$ cat src/hw/rtl/rxp_pkg.sv
`default_nettype none

package rxp_pkg;

   // Special characters of the regex syntax
   localparam logic [7:0] CH_UNION  = 8'd124;
   localparam logic [7:0] CH_STAR   = 8'd42;
   localparam logic [7:0] CH_PLUS   = 8'd43;
   localparam logic [7:0] CH_OPEN   = 8'd40;
   localparam logic [7:0] CH_CLOSE  = 8'd41;
   localparam logic [7:0] CH_BSLASH = 8'd92;

   localparam logic [7:0] CONCAT_RESET = 8'd46;

   typedef logic [1:0] prec_type;

   localparam prec_type PREC_NONE   = 2'd0;
   localparam prec_type PREC_UNION  = 2'd1;
   localparam prec_type PREC_CONCAT = 2'd2;
   localparam prec_type PREC_REPEAT = 2'd3;

   // Operator precedence; union is tested ahead of the concat character
   function automatic prec_type prec_of(input logic [7:0] c, input logic [7:0] concat);
      prec_type p;
      if (c == CH_UNION) begin
         p = PREC_UNION;
      end else if (c == concat) begin
         p = PREC_CONCAT;
      end else if (c == CH_STAR || c == CH_PLUS) begin
         p = PREC_REPEAT;
      end else begin
         p = PREC_NONE;
      end
      return p;
   endfunction

endpackage

`default_nettype wire

$ cat src/hw/rtl/rxp_ram.sv
`default_nettype none

// Simple dual-port RAM, one write and one registered read per cycle.
// Read data holds while no read is issued.
module rxp_ram #(
   parameter int WIDTH = 8,
   parameter int DEPTH = 32
) (
   input  wire logic                     clock,
   input  wire logic                     wr_en,
   input  wire logic [$clog2(DEPTH)-1:0] wr_addr,
   input  wire logic [WIDTH-1:0]         wr_data,
   input  wire logic                     rd_en,
   input  wire logic [$clog2(DEPTH)-1:0] rd_addr,
   output logic      [WIDTH-1:0]         rd_data
);

   logic [WIDTH-1:0] mem_ff [DEPTH];
   logic [WIDTH-1:0] rd_data_ff;

   always_ff @(posedge clock) begin
      if (wr_en) begin
         mem_ff[wr_addr] <= wr_data;
      end
      if (rd_en) begin
         rd_data_ff <= mem_ff[rd_addr];
      end
   end

   assign rd_data = rd_data_ff;

endmodule

`default_nettype wire

$ cat src/hw/rtl/regex_infix_to_postfix.sv
`default_nettype none

// Streaming shunting-yard converter from an infix regex (explicit concat operators,
// ranges already expanded) to postfix, one byte in per item, zero or more bytes out.
// Operators wait on a stack held in a small RAM; the concat character is set by
// csr_wr_en/csr_wr_data, which the user must write only while the block is idle (the
// block itself does not enforce this). An escaped byte comes out followed by a
// backslash marker. The final byte of an expression flushes the stack; its last
// result carries rsp_out_end, and if it produced nothing a bare end marker
// (rsp_has_char = 0) is sent. Timing: one byte is taken at a time, and the block is
// not ready again until the byte's results have reached the output register. Each
// stack entry examined, whether popped, compared or dropped, is read through the
// RAM's registered read port, and the precedence check uses its data in the
// following cycle; a result waiting on rsp_ready stalls the sequencer. A full
// stack drops the push and sets rsp_overflow on all results until the end of the
// expression. Each result passes through a one-deep holding register so the end
// flag lands on the true final result; all results of an item reach the output
// register before the next is taken.
module regex_infix_to_postfix #(
   parameter int STACK_DEPTH = 32
) (
   input  wire logic       clock,
   input  wire logic       reset,
   // configuration
   input  wire logic       csr_wr_en,
   input  wire logic [7:0] csr_wr_data,
   // input items
   input  wire logic       req_valid,
   output logic            req_ready,
   input  wire logic [7:0] req_in_char,
   input  wire logic       req_in_last,
   // result items
   output logic            rsp_valid,
   input  wire logic       rsp_ready,
   output logic      [7:0] rsp_out_char,
   output logic            rsp_has_char,
   output logic            rsp_out_end,
   output logic            rsp_overflow
);

   localparam int CW = $clog2(STACK_DEPTH + 1);
   localparam int AW = $clog2(STACK_DEPTH);

   // sequencer states
   localparam logic [2:0] S_IDLE    = 3'd0;
   localparam logic [2:0] S_ESC1    = 3'd1;
   localparam logic [2:0] S_ESC2    = 3'd2;
   localparam logic [2:0] S_LIT     = 3'd3;
   localparam logic [2:0] S_POP_RD  = 3'd4;
   localparam logic [2:0] S_POP_CHK = 3'd5;
   localparam logic [2:0] S_PUSH    = 3'd6;
   localparam logic [2:0] S_DONE    = 3'd7;

   // pop loop modes
   localparam logic [1:0] M_FLUSH = 2'd0;
   localparam logic [1:0] M_CLOSE = 2'd1;
   localparam logic [1:0] M_OP    = 2'd2;

   logic [2:0]           state_ff, state_in;
   logic [1:0]           mode_ff, mode_in;
   logic [7:0]           char_ff, char_in;
   logic                 last_ff, last_in;
   rxp_pkg::prec_type    prec_ff, prec_in;
   logic [CW-1:0]        count_ff, count_in;
   logic                 esc_ff, esc_in;
   logic                 overflow_ff, overflow_in;
   logic [7:0]           concat_ff, concat_in;
   logic                 hold_v_ff, hold_v_in;
   logic [7:0]           hold_char_ff, hold_char_in;
   logic                 rsp_valid_ff, rsp_valid_in;
   logic [7:0]           rsp_char_ff, rsp_char_in;
   logic                 rsp_has_ff, rsp_has_in;
   logic                 rsp_end_ff, rsp_end_in;
   logic                 rsp_ovf_ff, rsp_ovf_in;

   logic                 ram_we;
   logic                 ram_re;
   logic [AW-1:0]        ram_waddr;
   logic [AW-1:0]        ram_raddr;
   logic [7:0]           ram_rdata;
   logic [CW-1:0]        count_dec;

   logic                 out_free;
   logic                 can_emit;
   logic                 emit_req;
   logic [7:0]           emit_char;
   logic                 is_op;
   logic [7:0]           prec_src;
   rxp_pkg::prec_type    prec_val;

   // operator stack storage
   rxp_ram #(
      .WIDTH (8),
      .DEPTH (STACK_DEPTH)
   ) u_stack (
      .clock   (clock),
      .wr_en   (ram_we),
      .wr_addr (ram_waddr),
      .wr_data (char_ff),
      .rd_en   (ram_re),
      .rd_addr (ram_raddr),
      .rd_data (ram_rdata)
   );

   assign count_dec = count_ff - CW'(1);
   assign ram_raddr = count_dec[AW-1:0];
   assign ram_waddr = count_ff[AW-1:0];

   // shared precedence unit: incoming byte when idle, stack top otherwise
   assign prec_src = (state_ff == S_IDLE) ? req_in_char : ram_rdata;
   assign prec_val = rxp_pkg::prec_of(prec_src, concat_ff);

   assign is_op = (req_in_char == rxp_pkg::CH_STAR) || (req_in_char == rxp_pkg::CH_PLUS) ||
                  (req_in_char == rxp_pkg::CH_UNION) || (req_in_char == concat_ff);

   assign out_free = !rsp_valid_ff || rsp_ready;
   assign can_emit = !hold_v_ff || out_free;

   // sequencer and result path
   always_comb begin
      state_in     = state_ff;
      mode_in      = mode_ff;
      char_in      = char_ff;
      last_in      = last_ff;
      prec_in      = prec_ff;
      count_in     = count_ff;
      esc_in       = esc_ff;
      overflow_in  = overflow_ff;
      concat_in    = csr_wr_en ? csr_wr_data : concat_ff;
      hold_v_in    = hold_v_ff;
      hold_char_in = hold_char_ff;
      rsp_valid_in = rsp_valid_ff && !rsp_ready;
      rsp_char_in  = rsp_char_ff;
      rsp_has_in   = rsp_has_ff;
      rsp_end_in   = rsp_end_ff;
      rsp_ovf_in   = rsp_ovf_ff;
      ram_we       = 1'b0;
      ram_re       = 1'b0;
      emit_req     = 1'b0;
      emit_char    = char_ff;

      unique case (state_ff)
         S_IDLE: begin
            if (req_valid) begin
               char_in = req_in_char;
               last_in = req_in_last;
               mode_in = M_FLUSH;
               if (esc_ff) begin
                  esc_in   = 1'b0;
                  state_in = S_ESC1;
               end else if (req_in_char == rxp_pkg::CH_BSLASH) begin
                  // a trailing lone backslash only flushes
                  esc_in   = !req_in_last;
                  state_in = S_POP_RD;
               end else if (req_in_char == rxp_pkg::CH_OPEN) begin
                  state_in = S_PUSH;
               end else if (req_in_char == rxp_pkg::CH_CLOSE) begin
                  mode_in  = M_CLOSE;
                  state_in = S_POP_RD;
               end else if (is_op) begin
                  mode_in  = M_OP;
                  prec_in  = prec_val;
                  state_in = S_POP_RD;
               end else begin
                  state_in = S_LIT;
               end
            end
         end
         S_ESC1: begin
            emit_req = 1'b1;
            if (can_emit) begin
               state_in = S_ESC2;
            end
         end
         S_ESC2: begin
            emit_req  = 1'b1;
            emit_char = rxp_pkg::CH_BSLASH;
            if (can_emit) begin
               state_in = S_POP_RD;
            end
         end
         S_LIT: begin
            emit_req = 1'b1;
            if (can_emit) begin
               state_in = S_POP_RD;
            end
         end
         S_POP_RD: begin
            if (count_ff == '0) begin
               if (mode_ff == M_CLOSE) begin
                  mode_in = M_FLUSH;
               end else if (mode_ff == M_OP) begin
                  state_in = S_PUSH;
               end else begin
                  state_in = S_DONE;
               end
            end else if (mode_ff == M_FLUSH && !last_ff) begin
               state_in = S_DONE;
            end else begin
               ram_re   = 1'b1;
               state_in = S_POP_CHK;
            end
         end
         S_POP_CHK: begin
            emit_char = ram_rdata;
            if (mode_ff == M_CLOSE && ram_rdata == rxp_pkg::CH_OPEN) begin
               // matching open parenthesis is dropped
               count_in = count_dec;
               mode_in  = M_FLUSH;
               state_in = S_POP_RD;
            end else if (mode_ff == M_OP && prec_val < prec_ff) begin
               state_in = S_PUSH;
            end else begin
               emit_req = 1'b1;
               if (can_emit) begin
                  count_in = count_dec;
                  state_in = S_POP_RD;
               end
            end
         end
         S_PUSH: begin
            if (count_ff < CW'(STACK_DEPTH)) begin
               ram_we   = 1'b1;
               count_in = count_ff + CW'(1);
            end else begin
               overflow_in = 1'b1;
            end
            mode_in  = M_FLUSH;
            state_in = S_POP_RD;
         end
         S_DONE: begin
            if (hold_v_ff || last_ff) begin
               if (out_free) begin
                  rsp_valid_in = 1'b1;
                  rsp_char_in  = hold_v_ff ? hold_char_ff : 8'd0;
                  rsp_has_in   = hold_v_ff;
                  rsp_end_in   = last_ff;
                  rsp_ovf_in   = overflow_ff;
                  hold_v_in    = 1'b0;
                  state_in     = S_IDLE;
               end
            end else begin
               state_in = S_IDLE;
            end
            // expression state returns to zero after the final byte
            if (last_ff && (out_free || !(hold_v_ff || last_ff))) begin
               count_in    = '0;
               esc_in      = 1'b0;
               overflow_in = 1'b0;
            end
         end
         default: begin
            state_in = S_IDLE;
         end
      endcase

      // new result goes to the holding register, pushing the previous one out
      if (emit_req && can_emit) begin
         if (hold_v_ff) begin
            rsp_valid_in = 1'b1;
            rsp_char_in  = hold_char_ff;
            rsp_has_in   = 1'b1;
            rsp_end_in   = 1'b0;
            rsp_ovf_in   = overflow_ff;
         end
         hold_v_in    = 1'b1;
         hold_char_in = emit_char;
      end
   end

   // control registers
   always_ff @(posedge clock) begin
      if (reset) begin
         state_ff     <= S_IDLE;
         count_ff     <= '0;
         esc_ff       <= 1'b0;
         overflow_ff  <= 1'b0;
         concat_ff    <= rxp_pkg::CONCAT_RESET;
         hold_v_ff    <= 1'b0;
         rsp_valid_ff <= 1'b0;
      end else begin
         state_ff     <= state_in;
         count_ff     <= count_in;
         esc_ff       <= esc_in;
         overflow_ff  <= overflow_in;
         concat_ff    <= concat_in;
         hold_v_ff    <= hold_v_in;
         rsp_valid_ff <= rsp_valid_in;
      end
   end

   // payload registers
   always_ff @(posedge clock) begin
      mode_ff      <= mode_in;
      char_ff      <= char_in;
      last_ff      <= last_in;
      prec_ff      <= prec_in;
      hold_char_ff <= hold_char_in;
      rsp_char_ff  <= rsp_char_in;
      rsp_has_ff   <= rsp_has_in;
      rsp_end_ff   <= rsp_end_in;
      rsp_ovf_ff   <= rsp_ovf_in;
   end

   assign req_ready    = (state_ff == S_IDLE);
   assign rsp_valid    = rsp_valid_ff;
   assign rsp_out_char = rsp_char_ff;
   assign rsp_has_char = rsp_has_ff;
   assign rsp_out_end  = rsp_end_ff;
   assign rsp_overflow = rsp_ovf_ff;

   // holding register is drained before the next item is taken
   a_hold_empty_idle: assert property (@(posedge clock) disable iff (reset)
      (state_ff == S_IDLE) |-> !hold_v_ff)
      else $error("result held while idle");

   // stack count never passes the depth
   a_count_bound: assert property (@(posedge clock) disable iff (reset)
      count_ff <= CW'(STACK_DEPTH))
      else $error("stack count out of range");

   // end of expression clears the expression state
   a_end_clears: assert property (@(posedge clock) disable iff (reset)
      (state_ff == S_DONE && state_in == S_IDLE && last_ff)
      |=> (count_ff == '0 && !esc_ff && !overflow_ff))
      else $error("expression state not cleared at end");

   // a bare marker only closes an expression
   a_bare_is_end: assert property (@(posedge clock) disable iff (reset)
      (rsp_valid_ff && !rsp_has_ff) |-> rsp_end_ff)
      else $error("bare marker without end flag");

endmodule

`default_nettype wire

$ cat config.mk
export PLATFORM = sky130hd
export DESIGN_NAME = regex_infix_to_postfix
export DESIGN_NICKNAME = d
export VERILOG_FILES = /design/src/hw/rtl/rxp_pkg.sv /design/src/hw/rtl/rxp_ram.sv /design/src/hw/rtl/regex_infix_to_postfix.sv
export SDC_FILE = /design/constraint.sdc
export NUM_CORES = 1
export LEC_CHECK = 0
export BUFFER_PORTS_ARGS = -buffer_cell sky130_fd_sc_hd__buf_2
export CAP_MARGIN = 30
export CORE_UTILIZATION = 55
export DETAILED_ROUTE_END_ITERATION = 8
export HOLD_SLACK_MARGIN = 0.05
export PLACE_DENSITY = 0.8
export SETUP_SLACK_MARGIN = 0.1
export SYNTH_ARGS = -nofsm -noshare
export SYNTH_HDL_FRONTEND = slang
export SYNTH_SLANG_ARGS = --single-unit
$ cat constraint.sdc
create_clock -name clock -period 5.35 [get_ports clock]
set_clock_uncertainty 0.2 [all_clocks]
set_input_delay 0.2675 -clock clock [delete_from_list [all_inputs] [get_ports clock]]
set_output_delay 0.2675 -clock clock [all_outputs]
set_load 0.02 [all_outputs]
==> impl_metrics.yaml, run 1 <==
detailed_routing:
  drc_errors: 0
  wl_per_cell_um: 24.5
  drtPass1Iterations: 5
  drt_iter0_drc: 813
  routed_wl_mm: 29.5
  viasPerCell: 6.20
  ant_nets: 0
  vias: 7476
pwr:
  irDropWorstVdd_v: 0.000296
  p_clk_frac: 0.246
  p_int_mw: 5.39
  p_switching_mw: 2.58
  pwr-share-seq: 0.412
  power_density_mw_per_mm2: 525
  leakage_nw: 5.00
  switching_share: 0.323
  power_mw: 7.97
  p_comb_frac: 0.342
floorplan:
  die_w_um: 157
  top_level_ports: 35
  coreArea_mm2: 0.0235
  dieArea_mm2: 0.0248
  start_util: 0.564
  die_y_um: 157
  fp-row-count: 56
grt:
  grt_antenna_before_repair: 0
  grt-ovfl-total: 0
  grt_use_total: 0.248
  grt_pass1_wl_mm: 44.6
  grt_pass1_vias: 7522
  grt_max_degree: 39
yosys:
  synth_top_family_by_area: "multiplexers"
  synth_compound_area_frac: 0.0508
  synth_fa_ha_area_frac: 0.00471
  synth_mux_area_frac: 0.160
  synthFlopType: "edfxtp_1"
  yosys_warnings: 0
  synth_cell_types: 66
  synth_cells: 782
  ys_ff_latch: 317
  synth_fp_nets: 809
  syn_area_mm2: 0.0133
  synth_edf_count: 285
  synth_simple_gate_area_frac: 0.0684
  synthArstFlopShare: 0
  seq_area_frac_synth: 0.693
  synthXorXnorAreaFrac: 0.00528
  avgSynthCellArea_um2: 17.0
setup_path:
  path_class: "flop to flop"
  crit_arrival_ns: 4.65
  path_cells: "or3_1 -> clkinv_8 -> mux2i_1 -> nor4_1 -> and4_1 -> and2_1 -> o21a_1 -> ha_1 -> nor2_1 -> a31oi_2 -> o21ai_4 -> a21oi_1"
  critical_path.top_delay_family: "simple AND/OR/NAND/NOR gates"
  cp.required_ns: 5.34
  crit_path_end_kind: "flop"
  timing.critical_path.slowest_stage_cell: "dfxtp_1"
  crit_path_start_kind: "flop"
  crit_path_max_incr_delay_ns: 0.82
  worstPathMaxFanout: 25
  cp.buffers_inverters: 1
finish:
  fin_nets: 890
  final_common_cell: "edfxtp_1"
  fin_util: 0.645
  fillers: 1629
  seqCellArea_mm2: 0.00920
  stdcell_area_mm2: 0.0152
  syn_to_final_growth_pct: 14.3
  diodes: 0
  drive_gt1_frac: 0.223
  final_cell_mix: "edfxtp_1, mux4_2, nor2_1"
  multi_input_area_mm2: 0.00385
job:
  max_cap_violations: 0
sta:
  fmax_mhz: 214
  rsz0062_at_grt: "false"
  worst_pin_slew_ns: 0.886
  max-slew-margin-rel: 0.407
  report.final.slew_viol_count: 0
  finalHoldViolations: 0
  fin_crit_ns: 4.67
  fin_tns_setup_ns: 0
  finalSetupViolCount: 0
  fin_crit_sh: 0.872
cts:
  postCtsSetupRepairBufs: 0
  cts.clk_slew.worst_paths_ns: 0.06
  htreeDepth: 1
  cts.sinks: 317
  cts_tree: "done"
  cts_buffers: 30
  cts_buffer_depth: 3
  clock_latency_ns: 0.56
  cts_root_buf: "clkbuf_16"
placement:
  portBuffers: 34
  dpl_cell_area_mm2: 0.0139
  globalplace.congestion: 0.950
  place_hpwl_mm: 18.9
worst_hold_path:
  hold_path_class: "primary input to flop"
outcome:
  status: "finished, final reports clean"
timing repair:
| action | in CTS | in global routing |
|---|---|---|
| hold buffers | 36 | 0 |
| resized for setup | 0 | 0 |
| hold endpoints to repair | 33 | 0 |
registers in the layout, summed over array words and instances (netlist names), 2 cells and up:
name / cells
concat_ff: 8
state_ff: 3
u_stack.mem_ff: 256
char_ff: 8
hold_char_ff: 8
rsp_out_char: 8
count_ff: 6
prec_ff: 2
u_stack.rd_data: 8
mode_ff: 2
worst paths after layout:
| kind | cells after the start | slack, ns | endpoint | from |
|---|---|---|---|---|
| max | 12 | 0.68 | hold_char_ff[4]$_DFFE_PN_ | state_ff[2]$_SDFFE_PP0P_ |
| min | 2 | 0.25 | last_ff$_DFFE_PP_ | req_in_last |
| max reg2reg | 12 | 0.68 | hold_char_ff[4]$_DFFE_PN_ | state_ff[2]$_SDFFE_PP0P_ |
| min reg2reg | 2 | 0.26 | rsp_out_char[6]$_DFF_P_ | rsp_out_char[6]$_DFF_P_ |
worst reg2reg max path: cells and delay by family (launching register included):
kind	cells	cell delay, ns
flops	1	0.82
simple gates	5	1.44
compound gates	4	1.36
buf+inv	1	0.15
fa+ha+maj	1	0.18
mux	1	0.15
routing by layer:
| layer | vias to the layer above | part of all wire | global-route usage |
|---|---|---|---|
| met5 | - | 0 | 0 |
| met2 | 306 | 0.48 | 0.402 |
| li1 | 3269 | - | - |
| met4 | 0 | 0.035 | 0.0915 |
| met3 | 68 | 0.064 | 0.0355 |
| met1 | 3833 | 0.42 | 0.346 |
cell type report:
type | count | area share
Tap cell | 319 | 0.0263
Clock buffer | 34 | 0.0504
Inverter | 21 | 0.00602
Multi-Input combinational cell | 409 | 0.254
Sequential cell | 317 | 0.606
Clock inverter | 21 | 0.00898
Timing Repair Buffer | 84 | 0.0483
power groups by stage:
stage	sequential (mW)	combinational (mW)	clock, mW
2_1_floorplan	3.27	1.91	0
3_3_place_gp	3.38	2.52	0
3_5_place_dp	3.33	2.66	0
4_1_cts	3.28	2.72	1.98
5_1_grt	3.31	2.88	2.08
6_report	3.28	2.72	1.96
cell usage after synthesis, types with 4 or more instances:
cell type,n,area share
a21o_1,4,0.0023
dfxtp_1,32,0.048
ha_1,5,0.0047
o211ai_1,5,0.0028
nand3_1,12,0.0045
edfxtp_1,285,0.64
nand2_1,42,0.012
a21oi_1,23,0.0087
mux2_2,9,0.0076
a22oi_1,6,0.0034
xor2_1,6,0.0040
inv_1,20,0.0057
and2_1,6,0.0028
or2_2,5,0.0024
buf_1,8,0.0023
nor2b_1,7,0.0033
o21ai_0,19,0.0072
clkbuf_1,24,0.0068
nand2b_1,13,0.0061
nor3_1,7,0.0026
o22ai_1,7,0.0033
mux2i_1,21,0.016
a211oi_1,5,0.0028
mux4_2,80,0.14
nor2_1,70,0.020
cell families after synthesis:
kind of cell               Yosys count
DFF                                317
adders and majority gates            5
AOI/OAI and AO/OA                   98
buffers and inverters               56
xor gates and xnor gates             8
and+or+nand+nor                    187
muxes                              111
metrics by stage:
| step | std cells | hold slack [ns] | setup slack (ns) |
|---|---|---|---|
| global placement | 1106 | 0.232 | 0.880 |
| finish | 1205 | 0.246 | 0.685 |
| global route | 1205 | 0.264 | 0.344 |
| detailed placement | 1114 | 0.251 | 0.794 |
| floorplan | 782 | 0.166 | 1.71 |
| CTS | 1205 | 0.223 | 0.771 |
No activity file was read; power rests on OpenSTA's default activity.
==> run 2, diff against run 1 <==
PLACE_DENSITY = 0.82   (was 0.8)
clock period = 3.8 ns   (was 5.35 ns; I/O delays follow)
==> run 2 against run 1 <==
  * Sequential share of layout area decreased by 1.0 points
  * Global-route usage fell by 0.071 points
  * Final cell count grew 1.8%
  * Utilization up 1.1 points
  * Critical path type unchanged
  * Critical endpoint is now count_ff[0]$_SDFFE_PP0P_
  * Largest cell class unchanged
  * Largest power group unchanged
==> impl_metrics.yaml, run 2 (synthesized netlist as in run 1, its figures left out) <==
detailed_routing:
  wl_per_cell_um: 23.8
  drc_errors: 0
  drtPass1Iterations: 5
  viasPerCell: 6.24
  routed_wl_mm: 29.2
  drt_iter0_drc: 838
  ant_nets: 0
  vias: 7661
sta:
  fin_crit_ns: 3.63
  finalSetupViolCount: 0
  max-slew-margin-rel: 0.453
  fmax_mhz: 275
  fin_tns_setup_ns: 0
  rsz0062_at_grt: "true"
  fin_crit_sh: 0.956
  finalHoldViolations: 0
  worst_pin_slew_ns: 0.818
  report.final.slew_viol_count: 0
outcome:
  status: "finished, final reports clean"
grt:
  grt_antenna_before_repair: 0
  grt_pass1_wl_mm: 44.6
  grt_pass1_vias: 7639
  grt_use_total: 0.248
  grt_max_degree: 73
  grt-ovfl-total: 0
finish:
  fin_util: 0.656
  stdcell_area_mm2: 0.0154
  syn_to_final_growth_pct: 16.3
  fin_nets: 913
  final_common_cell: "edfxtp_1"
  final_cell_mix: "edfxtp_1, mux4_2, nor2_1"
  diodes: 0
  drive_gt1_frac: 0.250
  largest_reg_flops: 256
  fillers: 1579
  top_register: "u_stack.mem_ff"
floorplan:
  dieArea_mm2: 0.0248
  coreArea_mm2: 0.0235
  die_w_um: 157
  die_y_um: 157
  top_level_ports: 35
  fp-row-count: 56
  start_util: 0.564
cts:
  cts_tree: "done"
  htreeDepth: 1
  cts_root_buf: "clkbuf_16"
  cts_buffer_depth: 3
  cts.sinks: 317
  cts.clk_slew.worst_paths_ns: 0.06
  clock_latency_ns: 0.57
  cts_buffers: 31
worst_hold_path:
  hold_path_class: "primary input to flop"
  min_from: "req_in_last"
setup_path:
  r2r_slack_ns: 0.17
  crit_path_start_kind: "flop"
  critPathLaunch: "state_ff[2]$_SDFFE_PP0P_"
  cp.required_ns: 4.10
  crit_arrival_ns: 3.93
  r2r_start: "state_ff[2]$_SDFFE_PP0P_"
  r2r_end: "count_ff[0]$_SDFFE_PP0P_"
  crit_end: "count_ff[0]$_SDFFE_PP0P_"
  crit_path_end_kind: "flop"
  worstPathMaxFanout: 10
  path_class: "flop to flop"
  r2r_cells: 14
pwr:
  power_density_mw_per_mm2: 734
  irDropWorstVdd_v: 0.000428
  power_mw: 11.3
  leakage_nw: 5.12
placement:
  place_hpwl_mm: 18.5
  portBuffers: 34
  dpl_cell_area_mm2: 0.0140
  globalplace.congestion: 0.937
job:
  max_cap_violations: 0
## run 2: cell count changes in the layout (fill, tap and decap cells not counted), moves of 2 or more
cell and delta:
buf_12 +2, buf_16 -2, buf_8 +2, clkinv_1 -3
buf_4 +18, clkbuf_1 +2
## run 2: power breakdown
group	internal (mW)	leakage, nW	switching (mW)
Sequential	4.27	2.84	0.278
Combinational	1.87	1.84	2.11
Clock	1.56	0.450	1.25
Total	7.71	5.12	3.63
## run 2: how the worst min path moves through the flow
stage / to / slack (ns) / cells past startpoint
after floorplan: char_ff[0]$_DFFE_PP_ / 0.09 / 0
after global placement: last_ff$_DFFE_PP_ / 0.19 / 1
after detailed placement: last_ff$_DFFE_PP_ / 0.19 / 1
after CTS: state_ff[2]$_SDFFE_PP0P_ / 0.13 / 4
after global routing: last_ff$_DFFE_PP_ / 0.18 / 2
final: last_ff$_DFFE_PP_ / 0.15 / 2
## run 2: final cells by class
cell class / count / area (um^2) / share of cell area
sequential: 317 / 9200 / 0.596
multi-input combinational: 410 / 3920 / 0.254
timing repair buffer: 105 / 893 / 0.0579
clock buffer: 37 / 798 / 0.0517
tap: 319 / 399 / 0.0259
clock inverter: 18 / 131 / 0.00851
inverter: 21 / 91.3 / 0.00592
## run 2: what timing repair did
item / in CTS / in global routing
resized for setup: 3 / 10
endpoints found under the hold margin: 38 / 0
setup buffers: 0 / 3
pin swaps: 0 / 5
setup endpoints to repair: 11 / 27
cloned: 0 / 1
hold buffers: 37 / 0
## run 2: layer usage
metal / routed length, um / share of wire / GRT usage / vias to the layer above
li1: - / - / - / 3314
met1: 11800 / 0.40 / 0.340 / 3878
met2: 14100 / 0.48 / 0.399 / 390
met3: 2240 / 0.077 / 0.0446 / 79
met4: 1120 / 0.038 / 0.0925 / 0
met5: 0 / 0 / 0 / -
## run 2: stage by stage
step | worst slack (ns) | hold slack, ns | instances
3_3_place_gp | 0.149 | 0.187 | 1123
2_1_floorplan | 0.165 | 0.0889 | 782
4_1_cts | 0.0995 | 0.134 | 1223
5_1_grt | 0.0363 | 0.180 | 1227
3_5_place_dp | 0.0826 | 0.191 | 1131
6_report | 0.166 | 0.148 | 1227
## run 2: critical path, stage by stage, from the launching register on
cell and delay, ns:
dfxtp_1 0.31, or3_1 0.36, buf_4 0.20, clkinv_8 0.08, mux2i_1 0.19, nor4_1 0.08
and4_4 0.19, and2_4 0.16, o21a_1 0.20, ha_2 0.36, nand2_1 0.12, a211oi_2 0.48
o21bai_4 0.13, or3_1 0.36, a21oi_2 0.13
